--- src/rtl/core/dstwr_pkg.sv ---
// Package for the double-sided two-way ranging distance core.
// Holds field widths, register reset value and default sizes; no dependencies.
package dstwr_pkg;

  localparam int STAMP_BITS_DEF = 40;
  localparam int SCALE_W        = 24;
  localparam logic [SCALE_W-1:0] SCALE_RESET = 24'd307388;
  localparam int DIST_W         = 32;
  localparam int FLIGHT_W       = 48;
  localparam int QUEUE_DEPTH    = 2;

endpackage

--- src/rtl/core/dstwr_if.sv ---
// Stream interfaces for the ranging core: timestamp input and distance result.
// Depends on dstwr_pkg for the result field widths.
interface dstwr_in_if #(parameter int W = 40);
  logic         valid;
  logic         ready;
  logic [W-1:0] poll_sent;
  logic [W-1:0] poll_received;
  logic [W-1:0] reply_sent;
  logic [W-1:0] reply_received;
  logic [W-1:0] final_sent;
  logic [W-1:0] final_received;

  modport source (output valid, poll_sent, poll_received, reply_sent, reply_received,
                  final_sent, final_received, input ready);
  modport sink (input valid, poll_sent, poll_received, reply_sent, reply_received,
                final_sent, final_received, output ready);
endinterface


--- src/rtl/core/dstwr_front.sv ---
// Front end: accepts timestamp sets, forms the four wrapped intervals and the denominator.
// Depends on dstwr_pkg and dstwr_in_if.
module dstwr_front #(
  parameter int S = dstwr_pkg::STAMP_BITS_DEF
) (
  input  logic             clk,
  input  logic             rst,
  dstwr_in_if.sink         in_ch,
  output logic             item_valid,
  input  logic             item_ready,
  output logic [5*S+2:0]   item
);
  import dstwr_pkg::*;

  logic [S-1:0] ra, rb, da, db;
  logic [S+1:0] den;

  assign in_ch.ready = !item_valid || item_ready;

  always_comb begin
    ra  = in_ch.reply_received - in_ch.poll_sent;
    rb  = in_ch.final_received - in_ch.reply_sent;
    da  = in_ch.final_sent - in_ch.reply_received;
    db  = in_ch.reply_sent - in_ch.poll_received;
    den = (S+2)'(ra) + (S+2)'(rb) + (S+2)'(da) + (S+2)'(db);
  end

  always_ff @(posedge clk) begin
    if (rst) begin
      item_valid <= 1'b0;
    end else if (in_ch.ready) begin
      item_valid <= in_ch.valid;
    end
  end

  always_ff @(posedge clk) begin
    if (in_ch.ready && in_ch.valid) begin
      item <= {den == '0, den, ra, rb, da, db};
    end
  end

endmodule

--- src/flat_wrapper.sv ---
// flat-port wrapper written by rule: the top's interface ports become plain ports
module dstwr_front_flat import dstwr_pkg::*;
#(
  parameter int S = dstwr_pkg::STAMP_BITS_DEF
)
  (clk, rst, item_valid, item_ready, item, in_ch_valid, in_ch_poll_sent, in_ch_poll_received, in_ch_reply_sent, in_ch_reply_received, in_ch_final_sent, in_ch_final_received, in_ch_ready);
  dstwr_in_if in_ch_i ();
  input  logic clk;
  input  logic rst;
  output logic item_valid;
  input  logic item_ready;
  output logic [5*S+2:0] item;
  input wire logic [$bits(in_ch_i.valid)-1:0] in_ch_valid;
  input wire logic [$bits(in_ch_i.poll_sent)-1:0] in_ch_poll_sent;
  input wire logic [$bits(in_ch_i.poll_received)-1:0] in_ch_poll_received;
  input wire logic [$bits(in_ch_i.reply_sent)-1:0] in_ch_reply_sent;
  input wire logic [$bits(in_ch_i.reply_received)-1:0] in_ch_reply_received;
  input wire logic [$bits(in_ch_i.final_sent)-1:0] in_ch_final_sent;
  input wire logic [$bits(in_ch_i.final_received)-1:0] in_ch_final_received;
  output wire logic [$bits(in_ch_i.ready)-1:0] in_ch_ready;
  assign in_ch_i.valid = in_ch_valid;
  assign in_ch_i.poll_sent = in_ch_poll_sent;
  assign in_ch_i.poll_received = in_ch_poll_received;
  assign in_ch_i.reply_sent = in_ch_reply_sent;
  assign in_ch_i.reply_received = in_ch_reply_received;
  assign in_ch_i.final_sent = in_ch_final_sent;
  assign in_ch_i.final_received = in_ch_final_received;
  assign in_ch_ready = in_ch_i.ready;
  dstwr_front #(.S(S)) u_core (.clk(clk), .rst(rst), .in_ch(in_ch_i), .item_valid(item_valid), .item_ready(item_ready), .item(item));
endmodule
--- config.mk ---
export PLATFORM = sky130hd
export DESIGN_NAME = dstwr_front_flat
export DESIGN_NICKNAME = d
export VERILOG_FILES = /design/src/rtl/core/dstwr_pkg.sv /design/src/rtl/core/dstwr_if.sv /design/src/rtl/core/dstwr_front.sv /design/src/flat_wrapper.sv
export SDC_FILE = /design/constraint.sdc
export NUM_CORES = 1
export LEC_CHECK = 0
export BUFFER_PORTS_ARGS = -buffer_cell sky130_fd_sc_hd__buf_2
export CORE_UTILIZATION = 30
export CTS_CLUSTER_SIZE = 16
export DETAILED_ROUTE_END_ITERATION = 8
export PLACE_DENSITY = 0.61
export SETUP_SLACK_MARGIN = 0.02
export SLEW_MARGIN = 20
export SYNTH_ARGS = -nofsm -noshare
export SYNTH_HDL_FRONTEND = slang
export SYNTH_SLANG_ARGS = --single-unit
export TNS_END_PERCENT = 1
--- constraint.sdc ---
create_clock -name clk -period 9.6 [get_ports clk]
set_input_delay 0.96 -clock clk [delete_from_list [all_inputs] [get_ports clk]]
set_output_delay 0.96 -clock clk [all_outputs]
set_load 0.01 [all_outputs]
==> metrics.txt <==
status finished clean; Worst EP arrival 9240 ps; synthesized instance count 2108; Setup WS pre-CTS 261 ps; Via density 4.95; Fin. Hold Viols 0; hold wc startpoint u_core.item_valid; vias in the first global route 17.0k; Crit Path Class in -> reg; Power, Total 8.11 mW; final wirelength 68600 µm; asr flop ratio synth 0; largest net degree at the start of global routing 168; Num Clock Sinks 204; M3 GR Usage 0.0504; worst-case reg-to-reg path depth 3; fin. max-slew vios 0; post-route clock skew 42.7 ps; # port buffers 448; total CTS buffers 28; Achievable Freq 113 MHz; routability congestion estimate 0.953; first-pass GRT wire length 100000 µm; clk buf depth 3; crit-path max cell delay 520 ps; RSZ-0062 raised after global routing no; endpoints failing setup 0; Synth Register Bits 204; GRT Total Usage 0.200; worst vdd ir 0.000275 V; Tightest Pin Transition 1120 ps; fin nets 3108; Starting Density 0.304; WL/cell 19.8 µm; Worst Hold Path EP u_core.item_valid; H-Tree Depth 1; Final ANT Viol Nets 0; post-route design area 23900 µm²; clock slew at reported path FFs 60 ps; RR Endpoint u_core.item[104]; R2R Setup Slk 7350 ps; Post-Route Utilization 0.371; maxcap violations 0; global route overflow 0; DR vias 17.1k; setup bufs post-CTS 0; CTS tree built; Crit path top cell by count a21oi_1; DRT iter0 DRCs 1081; fill count 6649; Yosys cell types 83; grt met2 use 0.335; row count 93; clock root cell clkbuf_16; Post-synth top flop edfxtp_1; Die Width 257 µm; Tcrit/Tclk final 0.920; CP startpoint kind input pin; Post-synth EDFFs 203; Die Y-Extent 257 µm; kind of end point of the critical path flop; Syn Area/Cell 9.29 µm²; Crit path buffers/inverters 3; Pwr per Cell Area 339 nW/µm²; layout cell share with drive strength beyond 1 0.205; Area growth syn-to-layout 22.3%; DRC 0; cell family contributing the most delay on the critical path compound AO/OA/AOI/OAI gates; placeable core area 64500 µm²; # resized after CTS 0; placed instance area 22900 µm²; dpl cells 3407; Yosys warnings 0; GRT busiest layer met2; 1st-pass router iterations 5; initial antenna violation count 19; worst-skew pair later-pin latency 610 ps; CP max-delay cell o21ai_0; Req. time, crit path 10000 ps; Seq/Total Area, Yosys 0.312; worst relative slew slack 0.254; Post-Syn Area 19600 µm²; Mapped Nets 2634; Crit Path Max Fanout 6; HPWL after DPL 58400 µm; Period minus WS final 8830 ps; io pins 449; met1 Resource Use GR 0.249; leakage power 11.7 nW; CTS Hold Bufs 0; Layout Cells excl Fill 3464; setup TNS 0 ps; RR Startpoint u_core.item_valid; die area 66300 µm²; Final WS setup 768 ps; Hold Path Cell Cnt 2; hold crit path type reg -> reg; WHS 513 ps
synthesized netlist by cell type (all sizes together) (7+ instances only):
cell | n | area (µm²)
nor2b | 27 | 169
inv | 335 | 1260
or3 | 8 | 50.1
nand4 | 13 | 87.6
xor2 | 73 | 639
or4 | 9 | 67.6
o31ai | 8 | 60.1
a221oi | 7 | 67.6
and3 | 22 | 138
a31oi | 17 | 125
a21boi | 9 | 67.6
o21a | 27 | 203
a21o | 132 | 991
a21oi | 192 | 965
a211oi | 13 | 97.6
o211ai | 8 | 60.1
o21ai | 101 | 509
nor3 | 25 | 125
nor2 | 107 | 404
a31o | 10 | 87.6
nor4 | 8 | 56.3
and2 | 18 | 113
a41oi | 7 | 61.3
clkbuf | 11 | 41.3
ha | 236 | 2950
xnor2 | 154 | 1350
edfxtp | 203 | 6100
nand2 | 91 | 344
nand3 | 33 | 165
a211o | 8 | 70.1
fa | 46 | 921
nand2b | 33 | 206
o21bai | 35 | 263
area by class of cell:
type                            instances  area [µm²]  share of cell area
Clock inverter                         22         298              0.0124
Tap cell                              855        1070              0.0447
Timing Repair Buffer                  456        2310              0.0967
Multi-Input combinational cell       1557       12200               0.508
Clock buffer                           29         704              0.0294
Sequential cell                       204        6120               0.255
Antenna cell                            6        15.0            0.000627
Inverter                              335        1260              0.0525
per-layer routing:
metal	wire [µm]	vias up
li1	-	8459
met5	110	-
met4	2210	16
met2	31800	490
met1	29700	8056
met3	4740	120
state kept, by name, indices dropped and copies added (netlist names):
register           flops
u_core.item          203
u_core.item_valid      1
worst reg2reg max path, delay by kind of cell (launching register included):
kind	cells	cell delay, ps
buffers and inverters	1	630
and+or+nand+nor	2	620
DFF	1	300
kinds of logic (layout without fill, tap and decap cells):
group / after synthesis / count (layout) / share of synthesized area
other: 0 / 6 / 0
buffers and inverters: 347 / 842 / 0.0665
flip-flops: 204 / 204 / 0.312
multiplexers: 2 / 2 / 0.00109
XOR/XNOR: 228 / 228 / 0.103
adder cells (fa/ha/maj): 282 / 282 / 0.198
AND/OR/NAND/NOR: 418 / 418 / 0.109
AO/OA/AOI/OAI: 627 / 627 / 0.211
placed cells by master, fill, tap and decap left out, drive strengths merged, types with 7 or more instances in the layout:
cell type / instances
a211o: 8
a211oi: 13
a21boi: 9
a21o: 132
a21oi: 192
a221oi: 7
a31o: 10
a31oi: 17
a41oi: 7
and2: 18
and3: 22
buf: 456
clkbuf: 29
clkinv: 10
edfxtp: 203
fa: 46
ha: 236
inv: 339
nand2: 91
nand2b: 33
nand3: 33
nand4: 13
nor2: 107
nor2b: 27
nor3: 25
nor4: 8
o211ai: 8
o21a: 27
o21ai: 101
o21bai: 35
o31ai: 8
or3: 8
or4: 9
xnor2: 154
xor2: 73
power by group:
group          switching, mW  leakage (nW)  internal, mW  total, mW
Sequential            0.0598          1.97          1.45       1.51
Clock                  0.464         0.480         0.678       1.14
Combinational           3.26          9.26          2.20       5.46
how the worst max path moves through the flow:
stage | start | to | slack (ps) | cells past startpoint
6_report | in_ch_reply_received[0] | u_core.item[202] | 770 | 36
2_1_floorplan | in_ch_final_received[0] | u_core.item[202] | 1240 | 40
3_3_place_gp | in_ch_reply_received[0] | u_core.item[202] | 460 | 36
3_5_place_dp | in_ch_reply_received[0] | u_core.item[202] | 260 | 34
4_1_cts | in_ch_reply_received[0] | u_core.item[202] | 860 | 34
5_1_grt | in_ch_final_received[0] | u_core.item[202] | 230 | 41
Power figures use the tool's default switching activity.
