**src/rtl/core/dstwr_pkg.sv**
```systemverilog
// Package for the double-sided two-way ranging distance core.
// Holds field widths, register reset value and default sizes; no dependencies.
package dstwr_pkg;

  localparam int STAMP_BITS_DEF = 40;
  localparam int SCALE_W        = 24;
  localparam logic [SCALE_W-1:0] SCALE_RESET = 24'd307388;
  localparam int DIST_W         = 32;
  localparam int FLIGHT_W       = 48;
  localparam int QUEUE_DEPTH    = 2;

endpackage

```
**src/rtl/core/dstwr_fifo.sv**
```systemverilog
// Short queue that decouples the front end from the arithmetic back end.
// Depends on dstwr_pkg for the default depth.
module dstwr_fifo #(
  parameter int W     = 8,
  parameter int DEPTH = dstwr_pkg::QUEUE_DEPTH
) (
  input  logic         clk,
  input  logic         rst,
  input  logic         push_valid,
  output logic         push_ready,
  input  logic [W-1:0] push_data,
  output logic         pop_valid,
  input  logic         pop_ready,
  output logic [W-1:0] pop_data
);
  import dstwr_pkg::*;

  localparam int PW = (DEPTH > 1) ? $clog2(DEPTH) : 1;
  localparam int CW = $clog2(DEPTH + 1);

  logic [W-1:0]  mem [0:DEPTH-1];
  logic [PW-1:0] wr_ptr, rd_ptr;
  logic [CW-1:0] count;
  logic          do_push, do_pop;

  assign push_ready = count != CW'(DEPTH);
  assign pop_valid  = count != '0;
  assign pop_data   = mem[rd_ptr];
  assign do_push    = push_valid && push_ready;
  assign do_pop     = pop_valid && pop_ready;

  always_ff @(posedge clk) begin
    if (rst) begin
      wr_ptr <= '0;
      rd_ptr <= '0;
      count  <= '0;
    end else begin
      if (do_push) begin
        wr_ptr <= (wr_ptr == PW'(DEPTH - 1)) ? '0 : wr_ptr + 1'b1;
      end
      if (do_pop) begin
        rd_ptr <= (rd_ptr == PW'(DEPTH - 1)) ? '0 : rd_ptr + 1'b1;
      end
      if (do_push && !do_pop) begin
        count <= count + 1'b1;
      end else if (do_pop && !do_push) begin
        count <= count - 1'b1;
      end
    end
  end

  always_ff @(posedge clk) begin
    if (do_push) begin
      mem[wr_ptr] <= push_data;
    end
  end

endmodule

```
**config.mk**
```make
export PLATFORM = sky130hd
export DESIGN_NAME = dstwr_fifo
export DESIGN_NICKNAME = d
export VERILOG_FILES = /design/src/rtl/core/dstwr_pkg.sv /design/src/rtl/core/dstwr_fifo.sv
export SDC_FILE = /design/constraint.sdc
export NUM_CORES = 1
export LEC_CHECK = 0
export ABC_AREA = 1
export BUFFER_PORTS_ARGS = -buffer_cell sky130_fd_sc_hd__buf_4
export CORE_UTILIZATION = 45
export DETAILED_ROUTE_END_ITERATION = 8
export PLACE_DENSITY = 0.74
export SETUP_SLACK_MARGIN = 0.1
export SLEW_MARGIN = 40
export SYNTH_ARGS = -nofsm -noshare
export SYNTH_HDL_FRONTEND = slang
export SYNTH_SLANG_ARGS = --single-unit
```
**constraint.sdc**
```tcl
create_clock -name clk -period 1.5 [get_ports clk]
set_input_delay 0 -clock clk [delete_from_list [all_inputs] [get_ports clk]]
set_output_delay 0 -clock clk [all_outputs]
set_load 0.005 [all_outputs]
```
==> results of run 1 <==
## area by class of cell
type,instances,area (um2),area share
multi-input combinational,32,211,0.183
tap,25,31.3,0.0270
sequential,21,584,0.504
clock inverter,1,5.00,0.00432
inverter,8,31.3,0.0270
timing repair buffer,33,273,0.235
clock buffer,3,22.5,0.0194
## timing repair
action                                 CTS  global route
endpoints found under the hold margin   19             0
setup endpoints to repair                0            10
hold buffers                            10             0
gates resized for setup                  0             4
## cells by family after synthesis
logic type               Yosys count
multiplexers                       8
buffers and inverters              9
flip-flops                        21
adder cells (fa/ha/maj)            1
AND/OR/NAND/NOR                   19
AO/OA/AOI/OAI                      4
## routing by layer
metal	vias to the layer above	wire (um)	GRT usage
li1	285	-	-
met1	262	553	0.163
met2	15	794	0.315
met3	2	54	0.0400
met4	0	19	0.0545
met5	-	0	0
## Yosys cell counts, drive strengths merged
cell | count | area [um2]
edfxtp | 16 | 480
nand2 | 9 | 43.8
mux2 | 8 | 90.1
inv | 7 | 26.3
nor2 | 7 | 26.3
dfxtp | 5 | 100
a21oi | 2 | 10.0
nand3 | 2 | 10.0
o21ai | 2 | 10.0
buf | 1 | 5.00
clkinv | 1 | 5.00
ha | 1 | 12.5
nand4 | 1 | 6.26
## path summary, 6_finish.rpt
path,startpoint,endpoint
min reg2reg,count[0]$_SDFFE_PP0P_,count[0]$_SDFFE_PP0P_
max,count[0]$_SDFFE_PP0P_,count[1]$_SDFFE_PP0P_
min,push_valid,wr_ptr$_SDFFE_PP0N_
max reg2reg,count[0]$_SDFFE_PP0P_,count[1]$_SDFFE_PP0P_
## worst reg2reg max path: stages (launching register included)
cell	delay, ns
dfxtp_2	0.35
inv_2	0.08
nand2_2	0.08
nand2_4	0.08
clkinv_2	0.06
ha_1	0.27
inv_1	0.10
nand3_1	0.09
nand2_1	0.06
inv_1	0.04
nor2_1	0.09
## through the flow
stage / hold WS [ns] / area, um2 / instances / setup WS (ns) / power [uW]
2_1_floorplan: 0.0989 / 826 / 62 / 0.210 / 1110
3_3_place_gp: 0.185 / 1020 / 109 / 0.220 / 1320
3_5_place_dp: 0.189 / 1020 / 109 / 0.159 / 1350
4_1_cts: 0.0368 / 1150 / 123 / 0.112 / 1620
5_1_grt: 0.0647 / 1160 / 123 / 0.0382 / 1740
6_report: 0.0406 / 1160 / 123 / 0.164 / 1620
## flip-flops by register name (all words and copies together) (netlist names), named ones only
name and cells:
mem 16, count 2, rd_ptr 1, wr_ptr 1
## power by group through the flow
stage          combinational [uW]  clock (uW)  sequential [uW]
6_report                      547         254              819
2_1_floorplan                 323           0              789
3_5_place_dp                  522           0              825
5_1_grt                       619         286              831
4_1_cts                       545         262              812
3_3_place_gp                  501           0              817
==> impl_metrics.tcl, run 1 <==
set metrics [dict create \
    outcome "completed" \
    cap_violations 0 \
    max_freq_mhz 749 \
    syn_avg_cell_area_um2 13.3 \
    via_per_inst 4.59 \
    die_area_um2 2010 \
    syn-cell-area_um2 826 \
    cp.arrival_ns 1.57 \
    antennaDiodeCount 0 \
    tritoncts "built" \
    peakVddDrop_uv 1040 \
    synthMuxAreaShare 0.109 \
    crit_type "reg2reg" \
    power.switching_uw 478 \
    yosys_warnings 0 \
    core_um2 1730 \
    critPathLaunchType "flip-flop" \
    synthCells 62 \
    max_stage_delay_ns 0.35 \
    routedWlPerCell_um 11.6 \
    critPathCaptureType "flip-flop" \
    cts-root-buf "clkbuf_4" \
    worstPathMaxFanout 4 \
    switching_share 0.295 \
    power_leakage_uw 0.000481 \
    grt_pass1_vias 547 \
    synth_top_family_by_area "multiplexers" \
    ff2ff_path_depth 10 \
    ys_seq_area_frac 0.703 \
    crit_family "simple AND/OR/NAND/NOR gates" \
    synth_compound_area_frac 0.0242 \
    slew-limit-headroom 0.866 \
    final_common_cell "buf_4" \
    comb_power_share 0.338 \
    cellInternalPower_uw 1140 \
    final_hold_viol_count 0 \
    synth_fa_ha_area_frac 0.0152 \
    clkTransAtPathRegs_ns 0.11 \
    powerDensity_nw_per_um2 1400 \
    io_pins 22 \
    drtIter0Drc 6 \
    seq_power_share 0.505 \
    numPortBuffers 21 \
    start_util 0.478 \
    final_cell_mix "buf_4, edfxtp_1, dlygate4sd3_1" \
    grtUsageTotal 0.161 \
    antenna_found_initial 0 \
    htreeDepth 1 \
    gr-total-overflow 0 \
    fin_worst_skew_ns 0.00433 \
    hp-class "in2reg" \
    place.gp.congestion 0.740 \
    tightest_slew_ns 0.201 \
    drt-pass1-iter-count 3 \
    cp.depth 10 \
    fin_crit_ns 1.34 \
    cts_sinks 21 \
    whs_path_depth 4 \
    critPathBufInv 4 \
    cts.path.max_buffers 2 \
    cts_made_buffers 3 \
    nets 112 \
    synth_xor_area_frac 0 \
    rows 15 \
    rsz0062_at_grt "true" \
    clkLatencyLatePin_ns 0.29 \
    ant_nets 0 \
    fillers 144 \
    setup_viol 0 \
    grt_max_degree 13 \
    drive_above_1_share 0.439 \
    fp.dieW_um 44.8 \
    clock_power_share 0.157 \
    synth_nets 75 \
    yosys.area_share.simple 0.105 \
    grt_pass1_wl_um 2190 \
    drc 0 \
    final_util 0.671 \
    timing.final.crit_share 0.890 \
    die_y_um 44.8 \
    maxSlewViolCount 0 \
    routed_wirelength_um 1420 \
    r2r_slack_ns 0.16 \
    dp_hpwl_um 990 \
    worst_path_most_repeated_cell "inv_1" \
    cp_cell_sequence "inv_2 -> nand2_2 -> nand2_4 -> clkinv_2 -> ha_1 -> inv_1 -> nand3_1 -> nand2_1 -> inv_1 -> nor2_1" \
    synth_cell_types 17 \
    postCtsSetupRepairBufs 0 \
    vias 564 \
    tns_ns 0 \
    area_delta_synth_final_pct 40.3 \
    synth-seq-cells 21 \
    critPathSlowestCell "dfxtp_2" \
    worst_ep_required_time_ns 1.73 \
]
No activity file was read; power rests on OpenSTA's default activity.
==> inputs of run 2 (changes only) <==
--- a/config.mk
+++ b/config.mk
@@ -7,9 +7,11 @@
 export LEC_CHECK = 0
 export ABC_AREA = 1
 export BUFFER_PORTS_ARGS = -buffer_cell sky130_fd_sc_hd__buf_4
-export CORE_UTILIZATION = 45
+export CELL_PAD_IN_SITES_DETAIL_PLACEMENT = 1
+export CELL_PAD_IN_SITES_GLOBAL_PLACEMENT = 1
+export CORE_UTILIZATION = 35
 export DETAILED_ROUTE_END_ITERATION = 8
-export PLACE_DENSITY = 0.74
+export PLACE_DENSITY = 0.75
 export SETUP_SLACK_MARGIN = 0.1
 export SLEW_MARGIN = 40
 export SYNTH_ARGS = -nofsm -noshare
==> constraint.sdc (replaced) <==
create_clock -name clk -period 1.1 [get_ports clk]
set_input_delay 0 -clock clk [delete_from_list [all_inputs] [get_ports clk]]
set_output_delay 0 -clock clk [all_outputs]
set_load 0.005 [all_outputs]
==> run 2 against run 1 <==
Compared with the run above: final cell count rose by 11%; power increased by 78%; flip-flop and latch count unchanged; die area rose by 27%; the flow now finishes with violations (setup timing); utilization fell by 3.7 points; clock-buffer cell count is 1 higher; worst setup slack worse by 0.28 ns.
==> impl_metrics.tcl, run 2 (synthesis results as in run 1) <==
set metrics [dict create \
    reg_top3 "mem: 16 flops, count: 2 flops" \
    fp.dieW_um 50.6 \
    grt_pass1_wl_um 2840 \
    crit_type "reg2reg" \
    switching_share 0.303 \
    grtUsageTotal 0.151 \
    place_inst 116 \
    timing.final.crit_share 1.11 \
    cap_violations 0 \
    nets 122 \
    grt_pass1_vias 681 \
    core_um2 2210 \
    setup_viol 28 \
    numPortBuffers 21 \
    cts_sinks 21 \
    min-delay-start "pop_ready" \
    rr_endpoint "mem[0][3]$_DFFE_PP_" \
    clock_power_share 0.127 \
    fin_crit_ns 1.22 \
    drive_above_1_share 0.565 \
    dp_hpwl_um 1150 \
    final_hold_viol_count 0 \
    setup_slack_ns -0.116 \
    fillers 224 \
    outcome "finished, violations left" \
    cts_made_buffers 3 \
    violations "setup timing" \
    rows 17 \
    critPathLaunchType "flip-flop" \
    rsz0062_at_grt "true" \
    pre_cts_slack_ns -0.126 \
    final_cell_mix "buf_4, edfxtp_1, buf_6" \
    drtIter0Drc 7 \
    vias 620 \
    area_delta_synth_final_pct 69.8 \
    critPathCaptureType "flip-flop" \
    r2r-start "count[0]$_SDFFE_PP0P_" \
    ff2ff_path_depth 6 \
    comb_power_share 0.490 \
    r2r_slack_ns -0.12 \
    cp.arrival_ns 1.24 \
    whs_path_depth 4 \
    grt_max_degree 12 \
    antenna_found_initial 0 \
    power.switching_uw 872 \
    cts-root-buf "clkbuf_4" \
    htreeDepth 1 \
    die_area_um2 2560 \
    hp-class "in2reg" \
    drc 0 \
    drt-pass1-iter-count 4 \
    worst_ep_required_time_ns 1.12 \
    seq_power_share 0.382 \
    largest_register_ff_count 16 \
    final_common_cell "buf_4" \
    io_pins 22 \
    via_per_inst 4.56 \
    routed_wirelength_um 1830 \
    powerDensity_nw_per_um2 2050 \
    start_util 0.373 \
    peakVddDrop_uv 1050 \
    ant_nets 0 \
    fin_cells 136 \
    cellInternalPower_uw 2010 \
    cts.path.max_buffers 2 \
    place.gp.congestion 0.704 \
    largest_register "mem" \
    maxSlewViolCount 0 \
    antennaDiodeCount 0 \
    die_y_um 50.6 \
    fin_worst_skew_ns 0.00847 \
    routedWlPerCell_um 13.5 \
    gr-total-overflow 0 \
    clkTransAtPathRegs_ns 0.12 \
    tightest_slew_ns 0.178 \
    slew-limit-headroom 0.881 \
    max_freq_mhz 822 \
    tritoncts "built" \
    worstPathMaxFanout 8 \
    clkLatencyLatePin_ns 0.30 \
    power_leakage_uw 0.000590 \
]
[run 2: critical path: stages (launching register included)]
cell	delay [ns]
dfxtp_2	0.36
inv_2	0.06
nand2_4	0.07
nand2_4	0.07
buf_4	0.15
nor2_4	0.11
buf_12	0.13
[run 2: timing repair]
item	CTS	global route
pin swaps	8	1
gates resized for setup	20	7
setup buffers	4	3
endpoints found under the hold margin	18	0
setup endpoints to repair	29	31
hold buffers	10	0
[run 2: layout make-up]
| cell class | instances | area, um2 | share of cell area |
|---|---|---|---|
| clock buffers | 4 | 26.3 | 0.0187 |
| inverters | 8 | 37.5 | 0.0268 |
| multi-input cells | 32 | 289 | 0.206 |
| flip-flops and latches | 21 | 584 | 0.417 |
| well taps | 28 | 35.0 | 0.0250 |
| repair buffers | 43 | 430 | 0.307 |
[run 2: how the worst max path moves through the flow]
stage,startpoint,depth (start not counted),slack [ns],endpoint
6_report,count[0]$_SDFFE_PP0P_,6,-0.12,mem[0][3]$_DFFE_PP_
5_1_grt,count[0]$_SDFFE_PP0P_,8,-0.18,count[0]$_SDFFE_PP0P_
3_5_place_dp,count[0]$_SDFFE_PP0P_,9,-0.13,count[1]$_SDFFE_PP0P_
4_1_cts,count[0]$_SDFFE_PP0P_,10,-0.12,count[1]$_SDFFE_PP0P_
3_3_place_gp,count[0]$_SDFFE_PP0P_,9,-0.08,count[1]$_SDFFE_PP0P_
2_1_floorplan,count[0]$_SDFFE_PP0P_,9,-0.07,count[1]$_SDFFE_PP0P_
[run 2: through the flow]
stage	utilization	power (uW)	hold slack, ns	instance area (um2)	TNS (ns)
after floorplan	-	1630	0.0989	865	-0.488
after global placement	0.513	2110	0.185	1130	-0.140
after detailed placement	0.513	2160	0.189	1130	-0.253
after CTS	0.615	2790	0.0345	1360	-1.36
after global routing	0.634	3040	0.0556	1400	-3.79
final	0.634	2880	0.0412	1400	-2.58
[run 2: power groups by stage]
stage	combinational [uW]	sequential [uW]	clock [uW]
finish	1410	1100	366
global route	1530	1120	393
CTS	1330	1090	371
detailed placement	1050	1110	0
global placement	1010	1100	0
floorplan	543	1090	0
[run 2: metal layers]
layer | vias to the layer above | wire (um) | global-route usage | part of all wire
li1 | 303 | - | - | -
met1 | 300 | 736 | 0.154 | 0.40
met2 | 17 | 1020 | 0.302 | 0.55
met3 | 0 | 79 | 0.0242 | 0.043
met4 | 0 | 0 | 0.0556 | 0
met5 | - | 0 | 0 | 0
==> inputs of run 3 (changes only) <==
--- a/config.mk
+++ b/config.mk
@@ -5,11 +5,10 @@
 export SDC_FILE = /design/constraint.sdc
 export NUM_CORES = 1
 export LEC_CHECK = 0
-export ABC_AREA = 1
 export BUFFER_PORTS_ARGS = -buffer_cell sky130_fd_sc_hd__buf_4
 export CELL_PAD_IN_SITES_DETAIL_PLACEMENT = 1
 export CELL_PAD_IN_SITES_GLOBAL_PLACEMENT = 1
-export CORE_UTILIZATION = 35
+export CORE_UTILIZATION = 36
 export DETAILED_ROUTE_END_ITERATION = 8
 export PLACE_DENSITY = 0.75
 export SETUP_SLACK_MARGIN = 0.1
==> run 3 against run 2 <==
Compared with the run above: the flow still finishes with violations (setup timing); final cell count decreased by 15%; power is 11% lower; utilization fell by 1.7 points; clock-buffer cell count did not move; largest power group unchanged; combinational power fell by 21%; non-clock buffer count decreased by 6; highest routed layer is now met4.
==> impl_metrics.tcl, run 3 <==
set metrics [dict create \
    outcome "finished, violations left" \
    violations "setup timing" \
    synth_cell_types 17 \
    crit_type "reg2reg" \
    core_um2 2040 \
    dp_hpwl_um 1040 \
    rsz0062_at_grt "true" \
    critPathCaptureType "flip-flop" \
    fin_worst_skew_ns 0.00312 \
    htreeDepth 1 \
    whs_ns 0.00510 \
    ys_top_cells_by_area "edfxtp_1, dfxtp_1, mux2_2" \
    setup_viol 28 \
    via_per_inst 4.62 \
    synth_nets 62 \
    routedWlPerCell_um 13.1 \
    synth_ff_type "edfxtp_1" \
    yosys.area.top_type "edfxtp_1" \
    die_y_um 49.3 \
    final_common_cell "buf_4" \
    setup_slack_ns -0.322 \
    routed_wirelength_um 1520 \
    hp-class "in2reg" \
    powerDensity_nw_per_um2 2040 \
    synth-edff-count 16 \
    multi_input_area_um2 267 \
    r2r_slack_ns -0.32 \
    synth-seq-cells 21 \
    grt_pass1_vias 585 \
    clkLatencyLatePin_ns 0.29 \
    slew-limit-headroom 0.856 \
    worstPathMaxFanout 4 \
    pre_cts_slack_ns -0.342 \
    timing.final.crit_share 1.29 \
    syn_avg_cell_area_um2 16.4 \
    final_hold_viol_count 0 \
    seqCellArea_um2 584 \
    synthArstFlopShare 0 \
    power_leakage_uw 0.000516 \
    cts.path.max_buffers 2 \
    worst_ep_required_time_ns 1.33 \
    numPortBuffers 21 \
    largest_register "mem" \
    tightest_slew_ns 0.216 \
    fp.dieW_um 49.3 \
    reg_top3 "mem: 16 flops, count: 2 flops" \
    cp.arrival_ns 1.65 \
    antennaDiodeCount 0 \
    yosysMostFrequentCell "edfxtp_1" \
    critPathLaunchType "flip-flop" \
    cts_made_buffers 3 \
    clkTransAtPathRegs_ns 0.11 \
    drive_above_1_share 0.562 \
    drt-pass1-iter-count 3 \
    ant_nets 0 \
    yosys_warnings 0 \
    vias 536 \
    postCtsSetupRepairBufs 0 \
    largest_register_ff_count 16 \
    fin_crit_ns 1.42 \
    io_pins 22 \
    syn-cell-area_um2 806 \
    synth_top_area_share 0.596 \
    start_util 0.395 \
    place.gp.congestion 0.687 \
    final_cell_mix "buf_4, edfxtp_1, dlygate4sd3_1" \
    nets 103 \
    grt_max_degree 12 \
    peakVddDrop_uv 1170 \
    gr-total-overflow 0 \
    cts_sinks 21 \
    area_delta_synth_final_pct 56.4 \
    cap_violations 0 \
    grtUsageTotal 0.149 \
    die_area_um2 2430 \
    yosys-top-cells-count "edfxtp_1, mux2_2, dfxtp_1, nor2_1, xor2_1" \
    antenna_found_initial 0 \
    rows 16 \
    grt_pass1_wl_um 2630 \
    ys_seq_area_frac 0.720 \
    maxSlewViolCount 0 \
    max_freq_mhz 703 \
    tritoncts "built" \
    drc 0 \
    fillers 199 \
    synthCells 49 \
    drtIter0Drc 3 \
    cts-root-buf "clkbuf_4" \
]
[run 3: layer usage]
metal	part of all wire	vias to the layer above	routed length [um]	global-route usage
li1	-	261	-	-
met1	0.40	253	606	0.151
met2	0.54	19	824	0.276
met3	0.045	3	68	0.0405
met4	0.014	0	21	0.0735
met5	0	-	0	0
[run 3: cell families (layout without fill, tap and decap cells)]
group           count (synthesis)  in the layout  share of synthesized area
flops                          21             21                      0.721
mux                             8              8                      0.112
compound gates                  5              5                     0.0373
fa+ha+maj                       1              1                     0.0155
simple gates                    9              9                     0.0714
buf+inv                         2             42                     0.0109
xor+xnor                        3              3                     0.0326
[run 3: repair_timing]
action	in CTS	in global routing
hold endpoints to repair	21	0
hold buffers	9	0
pin swaps	0	0
setup endpoints to repair	31	31
gates resized for setup	18	1
[run 3: path summary, 6_finish.rpt]
kind | from | cells past startpoint | end
max | count[0]$_SDFFE_PP0P_ | 6 | count[1]$_SDFFE_PP0P_
min | push_valid | 3 | wr_ptr$_SDFFE_PP0N_
max reg2reg | count[0]$_SDFFE_PP0P_ | 6 | count[1]$_SDFFE_PP0P_
min reg2reg | rd_ptr$_SDFFE_PP0P_ | 2 | flip-flop
[run 3: where the power goes]
part           internal (uW)  switching, uW
logic                    716            399
registers               1020           87.3
clock network            141            210
total                   1870            697
[run 3: worst max-delay path, cell delays in order, from the launching register on]
cell	delay, ns
dfxtp_2	0.36
nand2b_4	0.14
and2_4	0.14
ha_4	0.15
xor2_1	0.15
or3_1	0.32
a21oi_1	0.12
[run 3: per-stage QoR]
stage	total power [uW]	instances	instance area, um2	util	setup TNS (ns)
final	2570	116	1260	0.617	-3.42
after global routing	2700	116	1260	0.617	-5.11
after CTS	2580	116	1260	0.616	-4.00
after detailed placement	2060	103	1080	0.528	-2.74
after global placement	2010	103	1080	0.528	-2.05
after floorplan	1560	49	827	-	-0.338
[run 3: final cells by class]
type | count | area share
well taps | 27 | 0.0268
inverters | 1 | 0.00497
repair buffers | 37 | 0.272
clock buffers | 4 | 0.0209
flip-flops and latches | 21 | 0.464
multi-input cells | 26 | 0.212
